File: src/hw/rtl/salc_pkg.sv
// Shared types and constants for the set-associative LRU cache tag store.
// Used by the front, queue, back and top-level modules; no dependencies.
`timescale 1ns / 1ps
package salc_pkg;
   localparam int SETS       = 1024;
   localparam int SET_BITS   = 10;
   localparam int WAYS       = 4;
   localparam int WAY_BITS   = 2;
   localparam int FILL_BITS  = 3;
   localparam int AGE_BITS   = 32;
   localparam int TAG_WIDTH  = 64;
   localparam int ADDR_BITS  = 64;
   localparam int CNT_BITS   = 48;
   localparam int NUM_CNT    = 6;
   localparam int FIFO_DEPTH = 2;
   localparam int PTR_BITS   = 1;
   localparam int CSR_ADDR_BITS = 3;

   localparam logic [AGE_BITS-1:0] AGE_MAX = '1;
   localparam logic [CNT_BITS-1:0] CNT_MAX = '1;
   localparam logic [3:0] INDEX_LIMIT = 4'd10;

   localparam logic [1:0] OP_READ  = 2'd0;
   localparam logic [1:0] OP_WRITE = 2'd1;

   localparam logic [1:0] KIND_HIT     = 2'd0;
   localparam logic [1:0] KIND_FILL    = 2'd1;
   localparam logic [1:0] KIND_REPLACE = 2'd2;
   localparam logic [1:0] KIND_NONE    = 2'd3;

   localparam int CNT_ACCESS      = 0;
   localparam int CNT_MISS        = 1;
   localparam int CNT_READ_ACCESS = 2;
   localparam int CNT_READ_MISS   = 3;
   localparam int CNT_WRITE_ACCESS = 4;
   localparam int CNT_WRITE_MISS  = 5;

   localparam logic CSR_OFFSET = 1'b0;
   localparam logic CSR_INDEX  = 1'b1;

   typedef struct packed {
      logic [1:0]           op;
      logic [SET_BITS-1:0]  set;
      logic [TAG_WIDTH-1:0] tag;
   } item_type;

   typedef struct packed {
      logic [FILL_BITS-1:0]           fill;
      logic [WAYS-1:0][TAG_WIDTH-1:0] tag;
      logic [WAYS-1:0][AGE_BITS-1:0]  age;
   } row_type;

   typedef struct packed {
      logic                              hit;
      logic [WAY_BITS-1:0]               way;
      logic [1:0]                        fill_kind;
      logic                              error;
      logic [NUM_CNT-1:0][CNT_BITS-1:0]  cnt;
   } result_type;

   typedef struct packed {
      logic clear_busy;
   } back_status_type;
endpackage

File: src/hw/rtl/salc_fifo.sv
// Two-entry queue that decouples the front part from the back part.
// Depends on salc_pkg.
`timescale 1ns / 1ps
module salc_fifo (
   input  logic               clock,
   input  logic               reset,
   input  logic               push,
   input  salc_pkg::item_type push_item,
   output logic               full,
   input  logic               pop,
   output salc_pkg::item_type pop_item,
   output logic               empty
);
   import salc_pkg::*;

   item_type            slot_ff [FIFO_DEPTH];
   logic [PTR_BITS-1:0] wr_ptr_ff, rd_ptr_ff;
   logic [PTR_BITS:0]   count_ff;

   assign full     = (count_ff == (PTR_BITS+1)'(FIFO_DEPTH));
   assign empty    = (count_ff == '0);
   assign pop_item = slot_ff[rd_ptr_ff];

   always_ff @(posedge clock) begin
      if (push) slot_ff[wr_ptr_ff] <= push_item;
   end

   always_ff @(posedge clock) begin
      if (reset) begin
         wr_ptr_ff <= '0;
         rd_ptr_ff <= '0;
         count_ff  <= '0;
      end else begin
         if (push) wr_ptr_ff <= wr_ptr_ff + 1'b1;
         if (pop)  rd_ptr_ff <= rd_ptr_ff + 1'b1;
         count_ff <= count_ff + (PTR_BITS+1)'(push) - (PTR_BITS+1)'(pop);
      end
   end
endmodule

File: config.mk
export PLATFORM = sky130hd
export DESIGN_NAME = salc_fifo
export DESIGN_NICKNAME = d
export VERILOG_FILES = /design/src/hw/rtl/salc_pkg.sv /design/src/hw/rtl/salc_fifo.sv
export SDC_FILE = /design/constraint.sdc
export NUM_CORES = 1
export LEC_CHECK = 0
export BUFFER_PORTS_ARGS = -buffer_cell sky130_fd_sc_hd__buf_2
export CELL_PAD_IN_SITES_DETAIL_PLACEMENT = 1
export CELL_PAD_IN_SITES_GLOBAL_PLACEMENT = 2
export CORE_MARGIN = 2
export CORE_UTILIZATION = 38
export CTS_CLUSTER_SIZE = 16
export DETAILED_ROUTE_END_ITERATION = 6
export GPL_TIMING_DRIVEN = 0
export PLACE_DENSITY_LB_ADDON = 0.1
export SYNTH_ARGS = -nofsm -noshare
export SYNTH_HDL_FRONTEND = slang
export SYNTH_SLANG_ARGS = --single-unit
File: constraint.sdc
create_clock -name clock -period 6 [get_ports clock]
set_clock_uncertainty 0.2 [all_clocks]
set_input_delay 0.3 -clock clock [delete_from_list [all_inputs] [get_ports clock]]
set_output_delay 0.3 -clock clock [all_outputs]
set_load 0.01 [all_outputs]
== After elaboration in Yosys (flattened, before gate mapping) ==
Memories as Yosys holds them, arrays and structs flattened. A register that Yosys moved wholly into a read port is not among the register bits.
Cells that the tools add are included.

* Add/subtract/negate cells: 4
* Multiply operators: 0
* Div/mod/pow operators: 0
* Order comparisons: 0
* Eq/ne operators: 1
* Shifts and indexed selects: 0
* Muxes and demuxes: 4
* Bitwise operators: 0
* Reductions and logical operators: 1

{| class="wikitable"
|+ Operators by type and width
! operator !! number
|-
| 1-bit 2-to-1 mux || 4
|-
| 1-bit adder (second input constant) || 2
|-
| 2-bit by 1-bit adder with 2-bit output || 1
|-
| 2-bit == test (second input constant) || 1
|-
| 2-bit zero test || 1
|-
| 2-bit by 1-bit subtractor with 2-bit output || 1
|}

* Flip-flop bits (word level): 4
* Bits in latches: 0
* RAM bits: 152
* ROM bits: 0
* Input port bits: 80
* Output and inout port bits: 78
* Word-level logic and storage cells: 14
* Memories kept: 1

{| class="wikitable"
|+ Memories
! name !! depth !! width !! rd ports !! clocked after memory_dff !! wr ports !! RTL line !! text
|-
| slot_ff || 2 || 76 || 1 || 1 || 1 || salc_fifo.sv:16 || <nowiki>item_type slot_ff [FIFO_DEPTH];</nowiki>
|}

== Depth between registers and ports, before layout ==
Gate-level depths: netlist (run 1).

* Depth in word-level cells: 3
* Mapped depth: 6

== Least setup slack after synthesis (run 1) ==
OpenSTA, ideal clock, no wires.

* Kind: flip-flop to flip-flop
* Start point: reg wr_ptr_ff
* End point: mem slot_ff[0][0] (netlist bit) (enable)
* Data arrival time: 3.701 ns
* Slack: 1.580 ns
* Stages on the path, launching flop included: 2
* Buffers on the path: 0
* Clock period less this slack: 4.420 ns
* Cell sequence: dfxtp_1 nor2b_1

{| class="wikitable"
|+ RTL lines
! item !! RTL line !! text
|-
| start, declared || salc_fifo.sv:17 || <nowiki>logic [PTR_BITS-1:0] wr_ptr_ff, rd_ptr_ff;</nowiki>
|-
| start signal, assigned || salc_fifo.sv:34 || <nowiki>if (push) wr_ptr_ff <= wr_ptr_ff + 1'b1;</nowiki>
|-
| end, declared || salc_fifo.sv:16 ||
|}

Straight into the memory's write port.

==> results of run 1 <==
-- synth_stat cells --
library cell and instances:
edfxtp_1 152, mux2_4 40, mux2_2 36, dfxtp_1 5
nor2_1 5, buf_6 4, buf_2 3, nor2b_1 3
ha_1 2, inv_1 2, xnor2_1 2, and2_1 1
buf_4 1, xnor3_1 1
-- registers in the layout, summed over array words and instances (netlist names), named ones only --
name       cells
slot_ff      152
count_ff       2
rd_ptr_ff      1
wr_ptr_ff      1
-- through the flow --
| step | TNS (ns) | hold slack (ns) | instance area, um2 |
|---|---|---|---|
| after CTS | 0 | 0.0624 | 8280 |
| after floorplan | 0 | 0.172 | 5850 |
| final | 0 | 0.0779 | 8280 |
| after global placement | -58.37 | 0.288 | 6880 |
| after global routing | 0 | 0.0836 | 8280 |
| after detailed placement | 0 | 0.292 | 6950 |
-- layout make-up --
cell class	instances	share of cell area [%]
inverters	2	0.0907
plain buffers	8	0.816
well taps	188	2.84
repair buffers	239	19.9
clock buffers	19	5.23
clock inverters	9	1.21
multi-input cells	90	13.6
flip-flops and latches	157	56.4
-- what timing repair did --
| item | 4_1_cts | 5_1_grt |
|---|---|---|
| hold buffers | 79 | 0 |
| hold endpoints to repair | 157 | 0 |
| resized for setup | 0 | 0 |
-- worst max-delay path by stage --
stage	end	slack, ns	start
2_1_floorplan	slot_ff[0][0]	1.58	wr_ptr_ff
3_3_place_gp	slot_ff[0][59]	-0.77	push
3_5_place_dp	slot_ff[0][57]	3.82	push
4_1_cts	pop_item[26]	3.67	flip-flop
5_1_grt	pop_item[26]	3.61	flip-flop
6_report	pop_item[26]	3.73	flip-flop
-- power groups by stage --
stage | sequential [mW] | combinational [mW] | clock, mW
after CTS | 1.30 | 0.352 | 1.01
after detailed placement | 1.32 | 0.310 | 0
final | 1.30 | 0.345 | 0.983
after floorplan | 1.32 | 0.182 | 0
after global routing | 1.31 | 0.376 | 1.05
after global placement | 1.33 | 0.297 | 0
-- cells in the final DEF (no fill, tap or decap), drive strengths merged --
| cell type | instances |
|---|---|
| and2 | 1 |
| buf | 168 |
| bufinv | 2 |
| clkbuf | 19 |
| clkinv | 5 |
| clkinvlp | 2 |
| dfxtp | 5 |
| dlygate4sd3 | 79 |
| edfxtp | 152 |
| ha | 2 |
| inv | 2 |
| mux2 | 76 |
| nor2 | 5 |
| nor2b | 3 |
| xnor2 | 2 |
| xnor3 | 1 |
-- worst min-delay path, cell delays in order --
cell	delay, ns
buf_2	0.12
ha_1	0.13
nor2b_1	0.11
-- metal layers --
metal  routed length [um]  up-vias
li1                     -     1522
met1                 4690     1591
met2                 5880      105
met3                  737       15
met4                  156        0
met5                    0        -
-- kinds of logic (layout without fill, tap and decap cells) --
| kind of cell | count (synthesis) | count (layout) |
|---|---|---|
| buffers and inverters | 10 | 277 |
| muxes | 76 | 76 |
| DFF | 157 | 157 |
| xor gates and xnor gates | 3 | 3 |
| adders and majority gates | 2 | 2 |
| and+or+nand+nor | 9 | 9 |
==> impl_metrics.env, run 1 <==
export IMPL_viasPerCell=4.54
export IMPL_endpoint_kind="primary output"
export IMPL_grt_antenna_before_repair=0
export IMPL_regArea_um2=4660
export IMPL_drive_gt1_share_pct=51.9
export IMPL_clock_sinks=157
export IMPL_crit_type="flip-flop to primary output"
export IMPL_seqPwrFrac_pct=49.4
export IMPL_die_area_um2=16400
export IMPL_p_int_mw=2.07
export IMPL_min_delay_start="push"
export IMPL_worstMarginPinSlew_ns=0.796
export IMPL_synth_area_leaders="edfxtp_1 78%, mux2_4 10%, mux2_2 6.9%"
export IMPL_drtAntennaViolNets=0
export IMPL_tritoncts="yes"
export IMPL_slowest_stage="dfxtp_1"
export IMPL_globalplace_congestion=0.681
export IMPL_synth_fp_nets=339
export IMPL_netlist_instances=257
export IMPL_critPathLaunchType="flip-flop"
export IMPL_cts_buffers=17
export IMPL_synth_top_cell_by_area="edfxtp_1"
export IMPL_grt_busiest_layer="met2"
export IMPL_pre_cts_ws_ns=3.82
export IMPL_setup_viol=0
export IMPL_min_period_ns=2.27
export IMPL_power_density_nw_per_um2=317
export IMPL_dp_hpwl_um=7270
export IMPL_cts_root_buf="clkbuf_16"
export IMPL_fin_crit_sh_pct=37.9
export IMPL_cp_max_fo=10
export IMPL_wl_per_cell_um=16.1
export IMPL_met3_usage_pct=6.14
export IMPL_synth_distinct_cells=14
export IMPL_r2r_start="wr_ptr_ff"
export IMPL_syn_area_um2=5850
export IMPL_crit_required_ns=5.50
export IMPL_cp_num_cells=4
export IMPL_synth_compound_area_share_pct=0
export IMPL_p_clk_share_pct=37.4
export IMPL_diodes=0
export IMPL_grt_total_usage_pct=14.7
export IMPL_syn_area_per_cell_um2=22.8
export IMPL_groute_layer_met2_usage_pct=24.8
export IMPL_hold_end="count_ff[0]"
export IMPL_ys_seq_area_share_pct=79.7
export IMPL_clk_pin_slew_ns=0.06
export IMPL_hold_depth=3
export IMPL_clock_path_buffers=2
export IMPL_routed_via_count=3233
export IMPL_min_path_type="input port to flip-flop"
export IMPL_multi_input_area_um2=1120
export IMPL_slew_violations=0
export IMPL_reg2reg_to="slot_ff[0][60]"
export IMPL_portBuffers=157
export IMPL_synthXorXnorAreaFrac_pct=0.684
export IMPL_synth_top_area_share_pct=78.0
export IMPL_cp_arrival_ns=1.77
export IMPL_synth_seq_cells=157
export IMPL_nFillCells=1444
export IMPL_start_util_pct=38.7
export IMPL_max_freq_mhz=440
export IMPL_hold_viol_final=0
export IMPL_r2r_cells=3
export IMPL_ios=158
export IMPL_synth_simple_gate_area_share_pct=0.748
export IMPL_finalPower_mw=2.63
export IMPL_synth_mux_area_share_pct=17.2
export IMPL_placementRows=45
export IMPL_use_met1_pct=16.5
export IMPL_grt_pass1_wl_um=17700
export IMPL_rrSetupSlack_ns=3.97
export IMPL_slew_headroom_pct=46.8
export IMPL_utilization_pct=54.6
export IMPL_grt_overflow=0
export IMPL_crit_chain="buf_4, buf_6, mux2_4, buf_2"
export IMPL_firstDrtPassIters=4
export IMPL_synth_top_family_by_area="multiplexers"
export IMPL_layout_cells_non_filler=712
export IMPL_cts_post_setup_buffers_inserted=0
export IMPL_insertion_delay_ns=0.41
export IMPL_status="finished, final reports clean"
export IMPL_p_switching_mw=0.560
export IMPL_layout_nets=597
export IMPL_dp_cells=605
export IMPL_critPathTopFamily="buffers and inverters"
export IMPL_drc=0
export IMPL_fin_ws_ns=3.73
export IMPL_yosys_warnings=0
export IMPL_max_stage_delay_ns=0.42
export IMPL_die_x_um=128
export IMPL_synth_adder_area_share_pct=0.427
export IMPL_p_comb_share_pct=13.1
export IMPL_drt_first_iter_violations=115
export IMPL_grt_pass1_vias=3528
export IMPL_die_h_um=128
export IMPL_p_leak_nw=3.25
export IMPL_syn_to_final_growth_pct=41.4
export IMPL_cap_violations=0
export IMPL_grt_max_degree=57
export IMPL_crit_buf_inv=3
export IMPL_peakVddDrop_v=0.000174
export IMPL_rsz0062_at_grt="false"
export IMPL_coreArea_um2=15100
export IMPL_h_tree_depth=4
export IMPL_wl_um=11500
export IMPL_switching_share_pct=21.3
No activity file was read; power rests on OpenSTA's default activity.
==> run 2: changes to the inputs <==
--- a/config.mk
+++ b/config.mk
@@ -5,11 +5,12 @@
 export SDC_FILE = /design/constraint.sdc
 export NUM_CORES = 1
 export LEC_CHECK = 0
+export ABC_AREA = 1
 export BUFFER_PORTS_ARGS = -buffer_cell sky130_fd_sc_hd__buf_2
 export CELL_PAD_IN_SITES_DETAIL_PLACEMENT = 1
 export CELL_PAD_IN_SITES_GLOBAL_PLACEMENT = 2
 export CORE_MARGIN = 2
-export CORE_UTILIZATION = 38
+export CORE_UTILIZATION = 34
 export CTS_CLUSTER_SIZE = 16
 export DETAILED_ROUTE_END_ITERATION = 6
 export GPL_TIMING_DRIVEN = 0
==> constraint.sdc (replaced) <==
create_clock -name clock -period 2 [get_ports clock]
set_clock_uncertainty 0.2 [all_clocks]
set_input_delay 0.1 -clock clock [delete_from_list [all_inputs] [get_ports clock]]
set_output_delay 0.1 -clock clock [all_outputs]
set_load 0.01 [all_outputs]
==> run 2 against run 1 <==
Core utilization down 5.0 points. Non-clock buffer count up 3. Total power rose to 3.1 times the previous value. Worst setup slack worse by 3.6 ns. Synthesized area up 0.13%. Sequential share of layout area down 1.3 points. Register-to-register slack worse by 3.8 ns. Routed wire length up 1.2%. Synthesized cell count up 3.9%. First-iteration DRC count down 13%. Final area up 2.3%. Die area up 12%. Critical path type unchanged.
==> impl_metrics.env, run 2 <==
export IMPL_tritoncts="yes"
export IMPL_portBuffers=157
export IMPL_cap_violations=0
export IMPL_syn_area_per_cell_um2=22.0
export IMPL_rrSetupSlack_ns=0.21
export IMPL_grt_overflow=0
export IMPL_utilization_pct=49.7
export IMPL_syn_to_final_growth_pct=44.5
export IMPL_setup_viol=0
export IMPL_diodes=0
export IMPL_syn_area_um2=5860
export IMPL_synth_fp_nets=349
export IMPL_grt_max_degree=38
export IMPL_synth_area_leaders="edfxtp_1 78%, mux2_4 10%, mux2_2 6.9%"
export IMPL_slew_headroom_pct=62.0
export IMPL_ys_top_cells_by_count="152 x edfxtp_1, 40 x mux2_4, 36 x mux2_2, 8 x inv_1, 8 x nor2_1"
export IMPL_drt_first_iter_violations=100
export IMPL_crit_type="flip-flop to primary output"
export IMPL_wl_per_cell_um=15.2
export IMPL_max_freq_mhz=522
export IMPL_placementRows=48
export IMPL_drc=0
export IMPL_cp_max_fo=10
export IMPL_drive_gt1_share_pct=51.6
export IMPL_min_period_ns=1.92
export IMPL_fin_crit_sh_pct=95.8
export IMPL_synth_edff_count=152
export IMPL_power_density_nw_per_um2=946
export IMPL_endpoint_kind="primary output"
export IMPL_min_path_type="input port to flip-flop"
export IMPL_regMostFlops="slot_ff"
export IMPL_yosys_warnings=0
export IMPL_cts_root_buf="clkbuf_16"
export IMPL_h_tree_depth=4
export IMPL_synth_top_cell_by_area="edfxtp_1"
export IMPL_synth_top_area_share_pct=77.9
export IMPL_p_leak_nw=3.32
export IMPL_hold_viol_final=0
export IMPL_clk_pin_slew_ns=0.06
export IMPL_die_x_um=135
export IMPL_die_h_um=135
export IMPL_ys_seq_area_share_pct=79.6
export IMPL_clock_path_buffers=2
export IMPL_crit_required_ns=1.70
export IMPL_cts_buffers=17
export IMPL_stdcell_area_um2=8470
export IMPL_critPathLaunchType="flip-flop"
export IMPL_cp_arrival_ns=1.62
export IMPL_rsz0062_at_grt="false"
export IMPL_coreArea_um2=17100
export IMPL_drtAntennaViolNets=0
export IMPL_synth_distinct_cells=15
export IMPL_viasPerCell=4.28
export IMPL_worstMarginPinSlew_ns=0.568
export IMPL_yosys_most_used_dff="edfxtp_1"
export IMPL_dp_hpwl_um=7490
export IMPL_status="finished, final reports clean"
export IMPL_nFillCells=1682
export IMPL_ys_async_sr_fraction_pct=0
export IMPL_clock_sinks=157
export IMPL_cts_post_setup_buffers_inserted=0
export IMPL_netlist_instances=267
export IMPL_synth_seq_cells=157
export IMPL_ios=158
export IMPL_grt_pass1_vias=3515
export IMPL_routed_via_count=3277
export IMPL_grt_pass1_wl_um=17700
export IMPL_insertion_delay_ns=0.41
export IMPL_place_area_um2=7060
export IMPL_globalplace_congestion=0.643
export IMPL_die_area_um2=18300
export IMPL_slew_violations=0
export IMPL_mostFrequentLayoutCell="buf_2"
export IMPL_synthMostInstantiatedCell="edfxtp_1"
export IMPL_peakVddDrop_v=0.000572
export IMPL_reg_top3="slot_ff x152, count_ff x2"
export IMPL_largest_reg_flops=152
export IMPL_firstDrtPassIters=4
export IMPL_wl_um=11600
export IMPL_start_util_pct=34.4
export IMPL_layout_common_cells="159 x buf_2, 152 x edfxtp_1, 80 x dlygate4sd3_1"
export IMPL_grt_total_usage_pct=13.0
export IMPL_layout_nets=610
export IMPL_grt_antenna_before_repair=0
-- run 2: cell types whose count changed in the layout (fill, tap and decap cells not counted), sizes merged, moves of 2 or more --
cell    previous run  this run
inv                2         7
nand2              0         4
nor2               5         8
nor2b              3         0
buf              168       170
clkinv             5         7
-- run 2: report_power, final --
group	switching (mW)	internal, mW
logic	0.451	0.552
clock network	1.21	1.95
registers	0.0446	3.81
-- run 2: cell type report --
type	count	area, um2	area share, %
tap	225	282	3.32
sequential	157	4670	55.1
clock buffer	20	437	5.16
multi-input combinational	94	1110	13.1
clock inverter	12	146	1.73
timing repair buffer	242	1700	20.1
buffer	8	92.6	1.09
inverter	8	33.8	0.399
-- run 2: path summary, 6_finish.rpt --
path,startpoint,end,depth (start not counted)
max,flip-flop,pop_item[25],4
min,push_item[66],slot_ff[0][66],2
max reg2reg,wr_ptr_ff,slot_ff[0][29],3
min reg2reg,wr_ptr_ff,wr_ptr_ff,2
-- run 2: critical path, cell delays in order, from the launching register on --
cell	delay, ns
dfxtp_2	0.38
buf_8	0.19
buf_8	0.18
mux2_4	0.31
buf_2	0.14
-- run 2: cell families (layout without fill, tap and decap cells) --
kind of cell | count (synthesis) | in the layout | synth area share (%)
adder cells (fa/ha/maj) | 2 | 2 | 0.427
XOR/XNOR | 1 | 1 | 0.149
AND/OR/NAND/NOR | 14 | 14 | 0.939
AO/OA/AOI/OAI | 1 | 1 | 0.0853
flip-flops | 157 | 157 | 79.6
multiplexers | 76 | 76 | 17.2
buffers and inverters | 16 | 290 | 1.66
-- run 2: stage by stage --
stage | TNS [ns] | worst slack [ns] | std cells | power [mW] | hold slack, ns
6_report | 0 | 0.0845 | 766 | 8.01 | 0.201
5_1_grt | 0 | 0.00566 | 766 | 8.34 | 0.198
4_1_cts | -0.00850 | -0.00409 | 766 | 8.13 | 0.178
3_5_place_dp | 0 | 0.164 | 654 | 4.81 | 0.0912
3_3_place_gp | -137.94 | -0.979 | 649 | 4.76 | 0.0881
2_1_floorplan | -11.72 | -0.0977 | 267 | 4.42 | -0.0288
-- run 2: per-layer routing --
metal | wire (um) | track usage, % | share of wire [%]
met1 | 4890 | 15.5 | 42
met4 | 228 | 5.90 | 2.0
met3 | 629 | 3.82 | 5.4
met5 | 0 | 0 | 0
met2 | 5860 | 21.9 | 50
-- run 2: timing repair --
action                                 CTS  global route
hold buffers                            80             0
pin swaps                                0             1
setup endpoints to repair               50            57
resized for setup                        3             5
endpoints found under the hold margin  157             0
==> run 3: changes to the inputs <==
--- a/config.mk
+++ b/config.mk
@@ -6,7 +6,7 @@
 export NUM_CORES = 1
 export LEC_CHECK = 0
 export ABC_AREA = 1
-export BUFFER_PORTS_ARGS = -buffer_cell sky130_fd_sc_hd__buf_2
+export BUFFER_PORTS_ARGS = -buffer_cell sky130_fd_sc_hd__buf_4
 export CELL_PAD_IN_SITES_DETAIL_PLACEMENT = 1
 export CELL_PAD_IN_SITES_GLOBAL_PLACEMENT = 2
 export CORE_MARGIN = 2
@@ -15,6 +15,7 @@
 export DETAILED_ROUTE_END_ITERATION = 6
 export GPL_TIMING_DRIVEN = 0
 export PLACE_DENSITY_LB_ADDON = 0.1
+export SETUP_SLACK_MARGIN = 0.1
 export SYNTH_ARGS = -nofsm -noshare
 export SYNTH_HDL_FRONTEND = slang
 export SYNTH_SLANG_ARGS = --single-unit
==> run 3 against run 2 <==
Global-route usage rose by 0.82 points. Via count rose by 0.61%. Total power rose by 0.57%. Sequential share of layout area fell by 2.5 points. Sequential cell count did not move. Die area did not move. Critical path type unchanged. Largest cell class unchanged. Largest power group unchanged.
==> impl_metrics.env, run 3 (synthesized netlist as in run 2, its figures left out) <==
export IMPL_crit_type="flip-flop to primary output"
export IMPL_dp_hpwl_um=7620
export IMPL_grt_pass1_vias=3595
export IMPL_setup_viol=0
export IMPL_max_stage_delay_ns=0.38
export IMPL_nFillCells=1658
export IMPL_routed_via_count=3297
export IMPL_peakVddDrop_v=0.000570
export IMPL_status="finished, final reports clean"
export IMPL_power_density_nw_per_um2=908
export IMPL_largest_reg_flops=152
export IMPL_endpoint_kind="primary output"
export IMPL_cap_violations=0
export IMPL_grt_pass1_wl_um=18700
export IMPL_utilization_pct=52.1
export IMPL_p_switching_mw=1.74
export IMPL_critPathTopFamily="buffers and inverters"
export IMPL_syn_to_final_growth_pct=51.5
export IMPL_drc=0
export IMPL_h_tree_depth=4
export IMPL_cts_root_buf="clkbuf_16"
export IMPL_drt_first_iter_violations=155
export IMPL_regMostFlops="slot_ff"
export IMPL_clock_sinks=157
export IMPL_grt_total_usage_pct=13.8
export IMPL_globalplace_congestion=0.638
export IMPL_rsz0062_at_grt="true"
export IMPL_portBuffers=157
export IMPL_grt_max_degree=32
export IMPL_cts_buffers=17
export IMPL_firstDrtPassIters=3
export IMPL_min_path_type="input port to flip-flop"
export IMPL_drtAntennaViolNets=0
export IMPL_tritoncts="yes"
export IMPL_fin_crit_sh_pct=92.2
export IMPL_grt_overflow=0
export IMPL_die_h_um=135
export IMPL_cp_max_fo=10
export IMPL_slowest_stage="dfxtp_4"
export IMPL_slew_headroom_pct=53.4
export IMPL_switching_share_pct=21.6
export IMPL_layout_nets=612
export IMPL_worstMarginPinSlew_ns=0.698
export IMPL_holdWs_ns=0.210
export IMPL_placementRows=48
export IMPL_layout_common_cells="160 x buf_4, 152 x edfxtp_1, 80 x dlygate4sd3_1"
export IMPL_min_period_ns=1.84
export IMPL_insertion_delay_ns=0.42
export IMPL_ios=158
export IMPL_critPathLaunchType="flip-flop"
export IMPL_reg_top3="slot_ff x152, count_ff x2"
export IMPL_crit_required_ns=1.70
export IMPL_coreArea_um2=17100
export IMPL_p_comb_share_pct=14.5
export IMPL_grt_antenna_before_repair=0
export IMPL_die_x_um=135
export IMPL_clock_path_buffers=2
export IMPL_max_freq_mhz=542
export IMPL_wl_per_cell_um=15.6
export IMPL_wl_um=12000
export IMPL_crit_buf_inv=3
export IMPL_mostFrequentLayoutCell="buf_4"
export IMPL_p_clk_share_pct=37.7
export IMPL_p_leak_nw=3.47
export IMPL_drive_gt1_share_pct=51.8
export IMPL_diodes=0
export IMPL_seqPwrFrac_pct=47.9
export IMPL_cpMostUsedCell="buf_12"
export IMPL_crit_chain="buf_12, buf_12, mux2_4, buf_4"
export IMPL_viasPerCell=4.30
export IMPL_slew_violations=0
export IMPL_start_util_pct=34.4
export IMPL_hold_viol_final=0
export IMPL_die_area_um2=18300
export IMPL_clk_pin_slew_ns=0.06
export IMPL_cp_arrival_ns=1.54
export IMPL_p_int_mw=6.32
## run 3: cell count changes in the layout (fill, tap and decap cells not counted), moves of 2 or more
cell	change
buf_12	+7
clkbuf_1	-2
buf_8	-5
mux2_2	-3
buf_16	-2
buf_4	+159
buf_2	-159
mux2_4	+3
## run 3: timing repair
| action | CTS | global route |
|---|---|---|
| buffers inserted | 2 | 0 |
| hold buffers | 80 | 0 |
| pin swaps | 0 | 0 |
| cloned | 1 | 0 |
| hold endpoints to repair | 157 | 0 |
| resized for setup | 16 | 4 |
| endpoints found under the setup margin | 102 | 46 |
## run 3: final cells by class
| type | instances | area [um2] | area share (%) |
|---|---|---|---|
| sequential | 157 | 4670 | 52.6 |
| timing repair buffer | 243 | 2090 | 23.5 |
| multi-input combinational | 94 | 1120 | 12.6 |
| clock buffer | 18 | 429 | 4.83 |
| tap | 225 | 282 | 3.17 |
| clock inverter | 13 | 126 | 1.42 |
| buffer | 8 | 123 | 1.38 |
| inverter | 8 | 33.8 | 0.380 |
| timing repair inverter | 1 | 5.00 | 0.0564 |
## run 3: metrics by stage
| step | power (mW) | area, um2 | setup WS [ns] | instances | TNS (ns) |
|---|---|---|---|---|---|
| 3_3_place_gp | 4.90 | 7340 | -0.970 | 649 | -137.60 |
| 5_1_grt | 8.41 | 8880 | 0.0730 | 767 | 0 |
| 6_report | 8.06 | 8880 | 0.156 | 767 | 0 |
| 3_5_place_dp | 4.94 | 7420 | 0.0330 | 653 | 0 |
| 2_1_floorplan | 4.42 | 5880 | -0.0977 | 267 | -11.72 |
| 4_1_cts | 8.19 | 8860 | 0.101 | 767 | 0 |
## run 3: path summary, 6_finish.rpt
path | depth (start not counted) | slack, ns | end | startpoint
worst max-delay path | 4 | 0.16 | pop_item[51] | flip-flop
worst min-delay path | 2 | 0.21 | slot_ff[0][55] | push_item[55]
worst max register to register | 4 | 0.27 | slot_ff[1][32] | wr_ptr_ff
worst min register to register | 2 | 0.33 | rd_ptr_ff | rd_ptr_ff
## run 3: worst register-to-register path, delay by kind of cell (launching register included)
| family | cells | cell delay [ns] |
|---|---|---|
| and+or+nand+nor | 1 | 0.11 |
| buffers and inverters | 3 | 0.74 |
| DFF | 1 | 0.37 |
## run 3: layer usage
layer / vias to the layer above / GRT usage [%] / share of wire (%)
met5: - / 0 / 0
met4: 0 / 5.38 / 1.4
met3: 15 / 5.61 / 6.1
met2: 101 / 23.7 / 52
met1: 1618 / 15.4 / 40
li1: 1563 / - / -
## run 3: power by group through the flow
stage | Sequential [mW] | Clock (mW) | Combinational, mW
final | 3.86 | 3.04 | 1.17
after global routing | 3.87 | 3.27 | 1.26
after CTS | 3.86 | 3.14 | 1.19
after detailed placement | 3.93 | 0 | 1.01
after global placement | 3.93 | 0 | 0.976
after floorplan | 3.91 | 0 | 0.506
